<file path="config.mk">
export PLATFORM = sky130hd
export DESIGN_NAME = mains_voltage_supervisor
export DESIGN_NICKNAME = d
export VERILOG_FILES = /design/src/hdl/mvs_pkg.sv /design/src/hdl/mvs_cfg.sv /design/src/hdl/mvs_core.sv /design/src/hdl/mains_voltage_supervisor.sv
export VERILOG_INCLUDE_DIRS = /design/src /design/src/hdl
export SDC_FILE = /design/constraint.sdc
export NUM_CORES = 1
export LEC_CHECK = 0
export ABC_AREA = 0
export BUFFER_PORTS_ARGS = -buffer_cell sky130_fd_sc_hd__clkbuf_2
export CORE_MARGIN = 1
export CORE_UTILIZATION = 54
export DETAILED_ROUTE_END_ITERATION = 8
export GPL_TIMING_DRIVEN = 0
export PLACE_DENSITY = 0.75
export SYNTH_ARGS = -nofsm -noshare
export SYNTH_HDL_FRONTEND = slang
export SYNTH_SLANG_ARGS = --single-unit
</file>
<file path="constraint.sdc">
create_clock -name clk_i -period 2.3 [get_ports clk_i]
set_input_delay 0.23 -clock clk_i [delete_from_list [all_inputs] [get_ports clk_i]]
set_output_delay 0.23 -clock clk_i [all_outputs]
set_load 0.005 [all_outputs]
</file>
<file path="src/hdl/mains_voltage_supervisor_macros.svh">
// Assertion helpers for the supervisor RTL.
`ifndef MAINS_VOLTAGE_SUPERVISOR_MACROS_SVH
`define MAINS_VOLTAGE_SUPERVISOR_MACROS_SVH

// Clocked assertion with reset gating and a fixed message.
`define MVS_ASSERT_MSG(lbl, clk, rst_n, prop, msg) \
  lbl: assert property (@(posedge clk) disable iff (!rst_n) prop) else $error(msg);

// Same, with a generic message.
`define MVS_ASSERT(lbl, clk, rst_n, prop) \
  `MVS_ASSERT_MSG(lbl, clk, rst_n, prop, "supervisor assertion failed")

`endif

</file>
<file path="src/hdl/mvs_pkg.sv">
`timescale 1ns / 1ps

package mvs_pkg;

  // Default parameter values.
  localparam int unsigned TripDelayDef      = 100;
  localparam int unsigned PowerfailDelayDef = 2;
  localparam int unsigned DeadLevelDef      = 20;
  localparam int unsigned RestoreLevelDef   = 40;

  localparam int unsigned LevelW  = 8;
  localparam int unsigned SampleW = 10;
  localparam int unsigned CfgIdxW = 2;

  // Register reset values.
  localparam logic [LevelW-1:0] HighTripRst    = 8'd250;
  localparam logic [LevelW-1:0] LowTripRst     = 8'd170;
  localparam logic [LevelW-1:0] HighReleaseRst = 8'd245;
  localparam logic [LevelW-1:0] LowReleaseRst  = 8'd180;

  typedef enum logic [CfgIdxW-1:0] {
    RegHighTrip    = 2'd0,
    RegLowTrip     = 2'd1,
    RegHighRelease = 2'd2,
    RegLowRelease  = 2'd3
  } cfg_idx_e;

  typedef struct packed {
    logic [LevelW-1:0] high_trip;
    logic [LevelW-1:0] low_trip;
    logic [LevelW-1:0] high_release;
    logic [LevelW-1:0] low_release;
  } cfg_t;

  typedef struct packed {
    logic high_error;
    logic low_error;
    logic high_event;
    logic low_event;
    logic power_lost;
    logic reset_request;
    logic powered;
  } result_t;

endpackage

</file>
<file path="src/hdl/mvs_cfg.sv">
`timescale 1ns / 1ps

module mvs_cfg (
  input  logic                            clk_i,
  input  logic                            rst_ni,
  input  logic                            wr_en_i,
  input  logic [mvs_pkg::CfgIdxW-1:0]     wr_idx_i,
  input  logic [mvs_pkg::LevelW-1:0]      wr_data_i,
  output mvs_pkg::cfg_t                   cfg_o
);

  mvs_pkg::cfg_t cfg_q, cfg_d;

  always_comb begin
    cfg_d = cfg_q;
    if (wr_en_i) begin
      unique case (mvs_pkg::cfg_idx_e'(wr_idx_i))
        mvs_pkg::RegHighTrip:    cfg_d.high_trip    = wr_data_i;
        mvs_pkg::RegLowTrip:     cfg_d.low_trip     = wr_data_i;
        mvs_pkg::RegHighRelease: cfg_d.high_release = wr_data_i;
        mvs_pkg::RegLowRelease:  cfg_d.low_release  = wr_data_i;
        default:                 cfg_d = cfg_q;
      endcase
    end
  end

  always_ff @(posedge clk_i or negedge rst_ni) begin
    if (!rst_ni) begin
      cfg_q.high_trip    <= mvs_pkg::HighTripRst;
      cfg_q.low_trip     <= mvs_pkg::LowTripRst;
      cfg_q.high_release <= mvs_pkg::HighReleaseRst;
      cfg_q.low_release  <= mvs_pkg::LowReleaseRst;
    end else begin
      cfg_q <= cfg_d;
    end
  end

  assign cfg_o = cfg_q;

endmodule

</file>
<file path="src/hdl/mvs_core.sv">
`timescale 1ns / 1ps

module mvs_core #(
  parameter int unsigned TRIP_DELAY      = mvs_pkg::TripDelayDef,
  parameter int unsigned POWERFAIL_DELAY = mvs_pkg::PowerfailDelayDef,
  parameter int unsigned DEAD_LEVEL      = mvs_pkg::DeadLevelDef,
  parameter int unsigned RESTORE_LEVEL   = mvs_pkg::RestoreLevelDef
) (
  input  logic                         clk_i,
  input  logic                         rst_ni,
  input  logic                         step_i,
  input  logic [mvs_pkg::SampleW-1:0]  sample_i,
  input  mvs_pkg::cfg_t                cfg_i,
  output mvs_pkg::result_t             res_o
);

  // Trip counters saturate one past their limit.
  localparam int unsigned TripW = $clog2(TRIP_DELAY + 2);
  localparam int unsigned DeadW = $clog2(POWERFAIL_DELAY + 2);
  localparam logic [TripW-1:0] TripLim = TripW'(TRIP_DELAY);
  localparam logic [DeadW-1:0] DeadLim = DeadW'(POWERFAIL_DELAY);
  localparam logic [mvs_pkg::SampleW-1:0] DeadLvl    = mvs_pkg::SampleW'(DEAD_LEVEL);
  localparam logic [mvs_pkg::SampleW-1:0] RestoreLvl = mvs_pkg::SampleW'(RESTORE_LEVEL);

  logic             powered_q, powered_d;
  logic             lost_q, lost_d;
  logic             high_err_q, high_err_d;
  logic             low_err_q, low_err_d;
  logic [TripW-1:0] high_cnt_q, high_cnt_d;
  logic [TripW-1:0] low_cnt_q, low_cnt_d;
  logic [DeadW-1:0] dead_cnt_q, dead_cnt_d;

  logic [mvs_pkg::SampleW-1:0] high_trip, low_trip, high_rel, low_rel;
  logic [TripW-1:0] high_inc, low_inc;
  logic [DeadW-1:0] dead_inc;

  assign high_trip = {2'b00, cfg_i.high_trip};
  assign low_trip  = {2'b00, cfg_i.low_trip};
  assign high_rel  = {2'b00, cfg_i.high_release};
  assign low_rel   = {2'b00, cfg_i.low_release};

  assign high_inc = (high_cnt_q <= TripLim) ? high_cnt_q + TripW'(1) : high_cnt_q;
  assign low_inc  = (low_cnt_q  <= TripLim) ? low_cnt_q  + TripW'(1) : low_cnt_q;
  assign dead_inc = (dead_cnt_q <= DeadLim) ? dead_cnt_q + DeadW'(1) : dead_cnt_q;

  always_comb begin
    powered_d  = powered_q;
    lost_d     = lost_q;
    high_err_d = high_err_q;
    low_err_d  = low_err_q;
    high_cnt_d = high_cnt_q;
    low_cnt_d  = low_cnt_q;
    dead_cnt_d = dead_cnt_q;
    res_o      = '0;

    if (powered_q) begin
      if (sample_i >= high_trip) begin
        if (!high_err_q) begin
          high_cnt_d = high_inc;
          if (high_inc > TripLim) begin
            high_err_d       = 1'b1;
            res_o.high_event = 1'b1;
          end
        end
      end else begin
        high_cnt_d = '0;
      end

      if (sample_i <= low_trip) begin
        if (!low_err_q) begin
          low_cnt_d = low_inc;
          if (low_inc > TripLim) begin
            low_err_d       = 1'b1;
            res_o.low_event = 1'b1;
          end
        end
      end else begin
        low_cnt_d = '0;
      end

      // Inside the release window both errors clear, even if one just latched.
      if (sample_i <= high_rel && sample_i >= low_rel) begin
        high_err_d = 1'b0;
        low_err_d  = 1'b0;
      end

      if (sample_i < DeadLvl) begin
        dead_cnt_d = dead_inc;
        if (dead_inc > DeadLim) begin
          powered_d        = 1'b0;
          lost_d           = 1'b1;
          res_o.power_lost = 1'b1;
        end
      end else begin
        dead_cnt_d = '0;
      end
    end else begin
      if (sample_i >= low_rel) begin
        powered_d = 1'b1;
      end
      res_o.reset_request = (sample_i > RestoreLvl) && lost_q;
    end

    res_o.high_error = high_err_d;
    res_o.low_error  = low_err_d;
    res_o.powered    = powered_d;
  end

  always_ff @(posedge clk_i or negedge rst_ni) begin
    if (!rst_ni) begin
      powered_q  <= 1'b0;
      lost_q     <= 1'b0;
      high_err_q <= 1'b0;
      low_err_q  <= 1'b0;
      high_cnt_q <= '0;
      low_cnt_q  <= '0;
      dead_cnt_q <= '0;
    end else if (step_i) begin
      powered_q  <= powered_d;
      lost_q     <= lost_d;
      high_err_q <= high_err_d;
      low_err_q  <= low_err_d;
      high_cnt_q <= high_cnt_d;
      low_cnt_q  <= low_cnt_d;
      dead_cnt_q <= dead_cnt_d;
    end
  end

endmodule

</file>
<file path="src/hdl/mains_voltage_supervisor.sv">
`timescale 1ns / 1ps
// A sample's result is written into the result register from the sample register once
// the result register is free, and it leaves on the result channel from there.
// Throughput: one sample per cycle; the sample register and the result register each
// hold one item, and the input stalls only while both are full and the output stalls.
// Reset (rst_ni, asynchronous, active low) empties both stages, clears all supervisor
// state to unpowered with no errors, and loads the threshold registers with defaults.
`include "mains_voltage_supervisor_macros.svh"

module mains_voltage_supervisor #(
  parameter int unsigned TRIP_DELAY      = mvs_pkg::TripDelayDef,
  parameter int unsigned POWERFAIL_DELAY = mvs_pkg::PowerfailDelayDef,
  parameter int unsigned DEAD_LEVEL      = mvs_pkg::DeadLevelDef,
  parameter int unsigned RESTORE_LEVEL   = mvs_pkg::RestoreLevelDef
) (
  input  logic                         clk_i,
  input  logic                         rst_ni,

  // Sample channel.
  input  logic                         in_valid_i,
  output logic                         in_stall_o,
  input  logic [mvs_pkg::SampleW-1:0]  voltage_sample_i,

  // Result channel.
  output logic                         out_valid_o,
  input  logic                         out_stall_i,
  output logic                         high_error_o,
  output logic                         low_error_o,
  output logic                         high_event_o,
  output logic                         low_event_o,
  output logic                         power_lost_o,
  output logic                         reset_request_o,
  output logic                         powered_o,

  // Threshold register writes.
  input  logic                         cfg_valid_i,
  output logic                         cfg_ready_o,
  input  logic [mvs_pkg::CfgIdxW-1:0]  cfg_index_i,
  input  logic [mvs_pkg::LevelW-1:0]   cfg_data_i
);

  // Sample stage: holds one accepted sample until the result register can take its result.
  logic                         s1_valid_q, s1_valid_d;
  logic [mvs_pkg::SampleW-1:0]  sample_q, sample_d;
  // Result stage.
  logic                         out_valid_q, out_valid_d;
  mvs_pkg::result_t             res_q, res_d;

  logic             out_free;
  logic             step;
  logic             in_xfer;
  logic             any_event;
  mvs_pkg::cfg_t    cfg;
  mvs_pkg::result_t core_res;

  // The result register is free when empty or when its result leaves this cycle.
  assign out_free   = !(out_valid_q && out_stall_i);
  // Processing a sample commits the supervisor state, so it happens exactly once,
  // on the cycle its result is written into the result register.
  assign step       = s1_valid_q && out_free;
  assign in_stall_o = s1_valid_q && !out_free;
  assign in_xfer    = in_valid_i && !in_stall_o;

  // Writes are always accepted; the user must issue them only while the block is idle.
  assign cfg_ready_o = 1'b1;

  mvs_cfg u_cfg (
    .clk_i     (clk_i),
    .rst_ni    (rst_ni),
    .wr_en_i   (cfg_valid_i),
    .wr_idx_i  (cfg_index_i),
    .wr_data_i (cfg_data_i),
    .cfg_o     (cfg)
  );

  mvs_core #(
    .TRIP_DELAY      (TRIP_DELAY),
    .POWERFAIL_DELAY (POWERFAIL_DELAY),
    .DEAD_LEVEL      (DEAD_LEVEL),
    .RESTORE_LEVEL   (RESTORE_LEVEL)
  ) u_core (
    .clk_i    (clk_i),
    .rst_ni   (rst_ni),
    .step_i   (step),
    .sample_i (sample_q),
    .cfg_i    (cfg),
    .res_o    (core_res)
  );

  always_comb begin
    s1_valid_d  = s1_valid_q;
    sample_d    = sample_q;
    out_valid_d = out_valid_q;
    res_d       = res_q;

    // The sample stage refills whenever it is empty or its sample moves on.
    if (!s1_valid_q || out_free) begin
      s1_valid_d = in_xfer;
    end
    if (in_xfer) begin
      sample_d = voltage_sample_i;
    end

    if (step) begin
      out_valid_d = 1'b1;
      res_d       = core_res;
    end else if (!out_stall_i) begin
      out_valid_d = 1'b0;
    end
  end

  always_ff @(posedge clk_i or negedge rst_ni) begin
    if (!rst_ni) begin
      s1_valid_q  <= 1'b0;
      out_valid_q <= 1'b0;
    end else begin
      s1_valid_q  <= s1_valid_d;
      out_valid_q <= out_valid_d;
    end
  end

  // Payload registers carry no reset.
  always_ff @(posedge clk_i) begin
    sample_q <= sample_d;
    res_q    <= res_d;
  end

  assign out_valid_o     = out_valid_q;
  assign high_error_o    = res_q.high_error;
  assign low_error_o     = res_q.low_error;
  assign high_event_o    = res_q.high_event;
  assign low_event_o     = res_q.low_event;
  assign power_lost_o    = res_q.power_lost;
  assign reset_request_o = res_q.reset_request;
  assign powered_o       = res_q.powered;

  // Any of the pulses that only a powered tick can raise.
  assign any_event = power_lost_o || high_event_o || low_event_o;

  // A power loss always leaves the block unpowered.
  `MVS_ASSERT(a_lost_unpowered, clk_i, rst_ni, out_valid_o && power_lost_o |-> !powered_o)

  // A reset request comes only from an unpowered tick, where no trip logic runs.
  `MVS_ASSERT(a_rreq_alone, clk_i, rst_ni, out_valid_o && reset_request_o |-> !any_event)

  // The input stalls only when both stages are full and the output is stalled.
  `MVS_ASSERT(a_stall_full, clk_i, rst_ni, in_stall_o |-> s1_valid_q && out_valid_q && out_stall_i)

  // A new result only appears after a sample sat in the sample stage.
  `MVS_ASSERT(a_result_source, clk_i, rst_ni, $rose(out_valid_o) |-> $past(s1_valid_q))

endmodule

</file>
==> summary.md, run 1 <==
| Metric | Value |
|---|---|
| Status | completed |
| CTS tree | yes |
| Number of buffers created by CTS | 9 |
| Largest net degree at the start of global routing | 55 |
| CP required | 2.41 ns |
| Minimum clock period | 2.30 ns |
| Leakage | 2.12 nW |
| Total global routing overflow | 0 |
| CTS clk-pin slew, worst paths | 0.08 ns |
| Number of max-cap violations | 0 |
| CP arrival | 2.41 ns |
| Sequential share of the synthesized area | 46.7% |
| Synthesized cell area | 4040 um^2 |
| Root Buffer | clkbuf_8 |
| First-pass GRT wire length | 14000 um |
| Most frequent cells in the layout | inv_1, dfrtp_1, ha_1 |
| Routing usage on met2 | 38.5% |
| DRC viols | 0 |
| Clock Latency Late Sink | 0.35 ns |
| Initial Util | 55.6% |
| Crit-path slowest cell | edfxtp_1 |
| Drt first-iter violations | 125 |
| IO Count | 35 |
| Crit path to | high_error_o |
| Die Y | 88.5 um |
| Crit path launch type | flop |
| Final hold slack | 0.0558 ns |
| Reg2Reg Setup Slack | 0.004 ns |
| PortBufs | 33 |
| Row count | 31 |
| Vias in the first global route | 2866 |
| Layout area overhead | 18.1% |
| Via count | 2998 |
| Clock Skew | 0.00883 ns |
| Syn nets | 432 |
| Mean Syn Cell Area | 10.9 um^2 |
| Period utilization | 99.8% |
| Worst r2r path cells | 8 |
| Final #Nets | 487 |
| Worst vdd ir | 416 uV |
| RSZ-0062 raised after global routing | true |
| Worst rel slew slack | 41.8% |
| Die width | 88.5 um |
| Gr usage total | 24.1% |
| Worst reg2reg path startpoint | sample_q[0] |
| Crit path max fanout | 6 |
| Reg2reg end | high_error_o |
| Share of cells above drive strength 1 | 31.3% |
| Commonest non-fill, non-tap cell in the layout | inv_1 |
| Post-place instance area | 4330 um^2 |
| GR met1 Demand/Resource | 32.9% |
| Final setup viols | 0 |
| DIE AREA | 7820 um^2 |
| Ys async rst share | 76.1% |
| CP Cell Sequence | inv_2 -> ha_1 -> nand2b_1 -> a21o_1 -> a31oi_2 -> o211ai_1 -> and4_4 -> o21ba_4 |
| Critical path type | reg -> reg |
| Max stage delay on crit path | 0.42 ns |
| CTS max path bufs | 2 |
| Yosys warnings | 0 |
| Number of diodes | 0 |
| Worst-Margin Slew | 0.871 ns |
| Post-Syn Instances | 371 |
| Core Area | 7250 um^2 |
| Wire per inst | 16.1 um |
| Hpwl dp | 5950 um |
| Number of synthesized flops with an enable pin | 17 |
| Worst Hold Class | in -> reg |
| Global Route met3 Usage | 4.76% |
| Antenna Violating Nets Remaining | 0 |
| Fin. max-slew vios | 0 |
| PD cells | 773 nW/um^2 |
| Post-synth top flop | dfrtp_1 |
| CP endpoint kind | flop |
| WL final | 8550 um |
| Fmax | 436 MHz |
| Busiest grt layer | met2 |
| Final Util | 65.7% |
| Vias per cell | 5.66 |
| Drt first pass iters | 4 |
| CTS H-tree depth | 3 |
| Initial antenna violation count | 0 |
| Gpl congestion | 0.820 |
| Post-synthesis cell type count | 61 |
| Worst setup startpoint | sample_q[0] |
| Seq cells post-synth | 71 |
| Final instance area | 4770 um^2 |
| CTS sink count | 71 |
| Final Hold Viols | 0 |
worst min path at each step:
| stage | from | to | slack, ns | cells past startpoint |
|---|---|---|---|---|
| CTS | voltage_sample_i[9] | sample_q[9] | 0.05 | 1 |
| finish | voltage_sample_i[9] | sample_q[9] | 0.06 | 1 |
| detailed placement | voltage_sample_i[7] | sample_q[7] | 0.41 | 1 |
| global placement | voltage_sample_i[1] | sample_q[1] | 0.41 | 1 |
| floorplan | rst_ni | out_valid_o | -0.07 | 0 |
| global route | voltage_sample_i[0] | sample_q[0] | 0.04 | 1 |
registers in the layout, summed over array words and instances (netlist names):
signal and cells:
powered_o 1, u_core.high_cnt_q 7, u_cfg.cfg_o 32, u_core.high_err_q 1, out_valid_o 1, reset_request_o 1, sample_q 10, high_error_o 1
u_core.dead_cnt_q 2, s1_valid_q 1, u_core.low_cnt_q 7, low_event_o 1, u_core.low_err_q 1, u_core.powered_q 1, high_event_o 1, low_error_o 1
power_lost_o 1, u_core.lost_q 1
power breakdown:
part / internal, mW / total, mW / switching [mW] / leakage, nW
Combinational: 0.403 / 0.834 / 0.431 / 1.19
Clock: 0.746 / 1.22 / 0.473 / 0.122
Sequential: 1.50 / 1.63 / 0.129 / 0.805
Total: 2.65 / 3.68 / 1.03 / 2.12
routing by layer:
layer / routed length (um) / part of all wire (%)
met1: 4050 / 47
met4: 198 / 2.3
met2: 4050 / 47
met5: 0 / 0
met3: 245 / 2.9
critical path, delay by kind of cell, from the launching register on:
| kind | cells | cell delay [ns] |
|---|---|---|
| AOI/OAI and AO/OA | 4 | 0.86 |
| adders and majority gates | 1 | 0.24 |
| buffers and inverters | 1 | 0.11 |
| DFF | 1 | 0.42 |
| and+or+nand+nor | 2 | 0.43 |
area by class of cell:
class | count | area, um^2
clock inverter | 6 | 108
clock buffer | 10 | 138
fill | 575 | 2490
multi-input combinational | 254 | 2060
inverter | 39 | 146
buffer | 7 | 40.0
timing repair buffer | 44 | 267
tap | 99 | 124
sequential | 71 | 1890
per-stage QoR:
step / setup TNS (ns) / worst slack, ns / power [mW] / std cells
finish: 0 / 0.00434 / 3.68 / 530
global route: -0.428 / -0.0964 / 3.90 / 530
CTS: 0 / 0.0107 / 3.63 / 523
detailed placement: -0.283 / -0.0967 / 2.41 / 503
global placement: -0.315 / -0.110 / 2.36 / 503
floorplan: 0 / 0.129 / 2.18 / 371
cells in the mapped netlist (all sizes together), types with 5 or more instances:
cell | instances | area [um^2]
dfstp | 20 | 526
nand2 | 30 | 113
edfxtp | 17 | 510
ha | 36 | 450
nand3 | 13 | 65.1
a211oi | 5 | 42.5
inv | 39 | 146
a21o | 9 | 67.6
o21ai | 17 | 88.8
a21oi | 18 | 93.8
nor2b | 6 | 45.0
nor2 | 14 | 52.6
and3 | 7 | 45.1
mux2 | 27 | 308
nand2b | 6 | 37.5
dfrtp | 34 | 851
a22o | 6 | 52.6
repair_timing:
| item | 4_1_cts | 5_1_grt |
|---|---|---|
| endpoints found under the setup margin | 6 | 13 |
| pin swaps | 3 | 14 |
| resized for setup | 2 | 15 |
| endpoints found under the hold margin | 0 | 7 |
| setup buffers | 4 | 5 |
| hold buffers | 0 | 1 |
logic make-up after synthesis:
group / after synthesis / synth area share [%]
mux: 31 / 8.62
flops: 71 / 46.7
fa+ha+maj: 36 / 11.2
compound gates: 83 / 15.4
buf+inv: 46 / 4.53
xor+xnor: 3 / 0.651
other cells: 1 / 0.0929
simple gates: 100 / 12.8
No activity file was read; power rests on OpenSTA's default activity.
==> run 2: changes to the inputs <==
--- a/config.mk
+++ b/config.mk
@@ -11,6 +11,6 @@
 export CORE_MARGIN = 1
-export CORE_UTILIZATION = 54
+export CORE_UTILIZATION = 60
 export DETAILED_ROUTE_END_ITERATION = 8
 export GPL_TIMING_DRIVEN = 0
-export PLACE_DENSITY = 0.75
+export PLACE_DENSITY = 0.79
 export SYNTH_ARGS = -nofsm -noshare
==> constraint.sdc (replaced) <==
create_clock -name clk_i -period 2.2 [get_ports clk_i]
set_input_delay 0.44 -clock clk_i [delete_from_list [all_inputs] [get_ports clk_i]]
set_output_delay 0.44 -clock clk_i [all_outputs]
set_load 0.005 [all_outputs]
==> summary.md, run 2 (synthesized netlist as in run 1, its figures left out) <==
| Metric | Value |
|---|---|
| Status | finished with violations (was completed) |
| Failing checks | DRC, setup timing |
| Period utilization | 101% (was 99.8%) |
| Comb power frac | 25.1% (was 22.6%) |
| Crit path max fanout | 5 (was 6) |
| Gpl congestion | 0.887 (was 0.820) |
| Clock Skew | 0.0114 ns (was 0.00883 ns) |
| Fillcell total | 455 (was 575) |
| Wire per inst | 17.5 um (was 16.1 um) |
| Reg2reg end | low_error_o (was high_error_o) |
| Via count | 3079 (was 2998) |
| Antenna Violating Nets Remaining | 0 (unchanged) |
| Critical path type | reg -> reg (unchanged) |
| Worst r2r path cells | 7 (was 8) |
| Max FFs per register | 32 (unchanged) |
| Total global routing overflow | 0 (unchanged) |
| IO Count | 35 (unchanged) |
| Core Area | 6420 um^2 (was 7250 um^2) |
| CP arrival | 2.34 ns (was 2.41 ns) |
| CTS H-tree depth | 3 (unchanged) |
| Root Buffer | clkbuf_8 (unchanged) |
| Final Hold Viols | 0 (unchanged) |
| Die Y | 84.0 um (was 88.5 um) |
| PD cells | 774 nW/um^2 (was 773 nW/um^2) |
| First-pass GRT wire length | 14100 um (was 14000 um) |
| CTS clk-pin slew, worst paths | 0.08 ns (about the same) |
| CP Cell Sequence | ha_1 -> o21a_1 -> o211ai_1 -> a31o_2 -> a2111oi_4 -> buf_4 -> nor2_2 (was inv_2 -> ha_1 -> nand2b_1 -> a21o_1 -> a31oi_2 -> o211ai_1 -> and4_4 -> o21ba_4) |
| Gate family responsible for the most delay along the worst path | compound AO/OA/AOI/OAI gates (unchanged) |
| Final setup viols | 2 (was 0) |
| Hpwl dp | 5950 um (about the same) |
| Row count | 29 (was 31) |
| Worst Slack Setup Final | -0.0314 ns (was 0.00434 ns) |
| Clock Latency Late Sink | 0.35 ns (about the same) |
| Final instance count without filler cells | 512 (was 530) |
| Number of diodes | 0 (unchanged) |
| Final #Nets | 491 (was 487) |
| Die width | 84.0 um (was 88.5 um) |
| Layout area overhead | 17.5% (was 18.1%) |
| Share of cells above drive strength 1 | 32.9% (was 31.3%) |
| DRC viols | 6 (was 0) |
| Placed Cells | 481 (was 503) |
| Fin. max-slew vios | 0 (unchanged) |
| Clk pwr share | 28.3% (was 33.1%) |
| CTS max path bufs | 2 (unchanged) |
| Minimum clock period | 2.23 ns (was 2.30 ns) |
| CTS tree | yes (unchanged) |
| DIE AREA | 7060 um^2 (was 7820 um^2) |
| Vias per cell | 6.01 (was 5.66) |
| CP required | 2.31 ns (was 2.41 ns) |
| Dpl ws | -0.195 ns (was -0.0967 ns) |
| Net Switching | 1.13 mW (was 1.03 mW) |
| Worst-Margin Slew | 0.863 ns (was 0.871 ns) |
| Largest net degree at the start of global routing | 55 (unchanged) |
| Sw Share | 30.8% (was 28.0%) |
| Gr usage total | 25.9% (was 24.1%) |
| Initial antenna violation count | 0 (unchanged) |
| Fmax | 448 MHz (was 436 MHz) |
| Internal | 2.54 mW (was 2.65 mW) |
| Worst rel slew slack | 42.3% (was 41.8%) |
| CP endpoint kind | flop (unchanged) |
| Worst reg2reg path startpoint | sample_q[4] (was sample_q[0]) |
| Initial Util | 62.8% (was 55.6%) |
| Drt first pass iters | 7 (was 4) |
| RSZ-0062 raised after global routing | true (unchanged) |
| Number of buffers created by CTS | 9 (unchanged) |
| WL final | 8980 um (was 8550 um) |
| Commonest non-fill, non-tap cell in the layout | inv_1 (unchanged) |
| Reg2Reg Setup Slack | -0.03 ns (was 0.004 ns) |
| Worst Hold Class | in -> async (was in -> reg) |
| Leakage | 2.11 nW (was 2.12 nW) |
| PortBufs | 33 (unchanged) |
| Power, Total | 3.67 mW (was 3.68 mW) |
| # hold bufs at CTS | 0 (unchanged) |
| Drt first-iter violations | 133 (was 125) |
| CTS sink count | 71 (unchanged) |
| Worst vdd ir | 756 uV (was 416 uV) |
| Max stage delay on crit path | 0.54 ns (was 0.42 ns) |
| Vias in the first global route | 3015 (was 2866) |
| Number of max-cap violations | 0 (unchanged) |
| Most frequent cells in the layout | inv_1, dfrtp_1, ha_1, clkbuf_2, nand2_1 (was inv_1, dfrtp_1, ha_1) |
| Crit path launch type | flop (unchanged) |
| Sequential Power Share | 46.6% (was 44.3%) |
| CP bufs+invs | 1 (unchanged) |
| Crit-path slowest cell | edfxtp_1 (unchanged) |
run 2: stage by stage:
step	utilization, %	area [um^2]	setup TNS (ns)	hold slack, ns
floorplan	-	4040	0	0.144
detailed placement	66.9	4300	-0.983	0.442
global placement	66.9	4300	-0.894	0.436
CTS	71.2	4570	-0.115	0.257
finish	73.8	4740	-0.0622	0.0345
global route	73.8	4740	-0.789	0.0579
run 2: worst max-delay path by stage:
stage	start	end	slack [ns]	depth (start not counted)
2_1_floorplan	u_cfg.cfg_o[13]	high_error_o	0.03	7
5_1_grt	u_cfg.cfg_o[29]	high_error_o	-0.13	8
4_1_cts	sample_q[5]	low_error_o	-0.05	7
3_3_place_gp	sample_q[5]	high_error_o	-0.19	7
3_5_place_dp	sample_q[5]	high_error_o	-0.20	7
6_report	sample_q[4]	low_error_o	-0.03	7
run 2: per-layer routing:
layer	part of all wire [%]	wire [um]	global-route usage [%]	vias to the layer above
met4	1.9	169	10.8	0
met1	45	4030	33.7	1545
met3	3.0	265	3.86	14
li1	-	-	-	1457
met2	50	4520	43.4	63
met5	0	0	0	-
run 2: worst register-to-register path: cells and delay by family, from the launching register on:
kind / cells / cell delay (ns)
adders and majority gates: 1 / 0.35
DFF: 1 / 0.54
and+or+nand+nor: 1 / 0.04
buffers and inverters: 1 / 0.20
AOI/OAI and AO/OA: 4 / 0.87
run 2: final cells by class:
type | count | area [um^2] | share of cell area, %
Inverter | 39 | 146 | 3.09
Multi-Input combinational cell | 254 | 2080 | 44.0
Clock buffer | 9 | 124 | 2.61
Clock inverter | 7 | 72.6 | 1.53
Sequential cell | 71 | 1890 | 39.8
Timing Repair Buffer | 48 | 292 | 6.15
Tap cell | 77 | 96.3 | 2.03
Buffer | 7 | 40.0 | 0.844
run 2: power groups by stage:
| stage | Combinational [mW] | Clock [mW] | Sequential [mW] |
|---|---|---|---|
| 3_5_place_dp | 0.791 | 0 | 1.72 |
| 6_report | 0.922 | 1.04 | 1.71 |
| 4_1_cts | 0.823 | 1.05 | 1.70 |
| 3_3_place_gp | 0.750 | 0 | 1.72 |
| 2_1_floorplan | 0.588 | 0 | 1.69 |
| 5_1_grt | 1.03 | 1.10 | 1.73 |
run 2: repair_timing:
| item | CTS | global route |
|---|---|---|
| pin swaps | 10 | 12 |
| setup buffers | 7 | 7 |
| endpoints found under the hold margin | 0 | 0 |
| resized for setup | 8 | 15 |
| endpoints found under the setup margin | 10 | 16 |
| gates cloned | 0 | 1 |
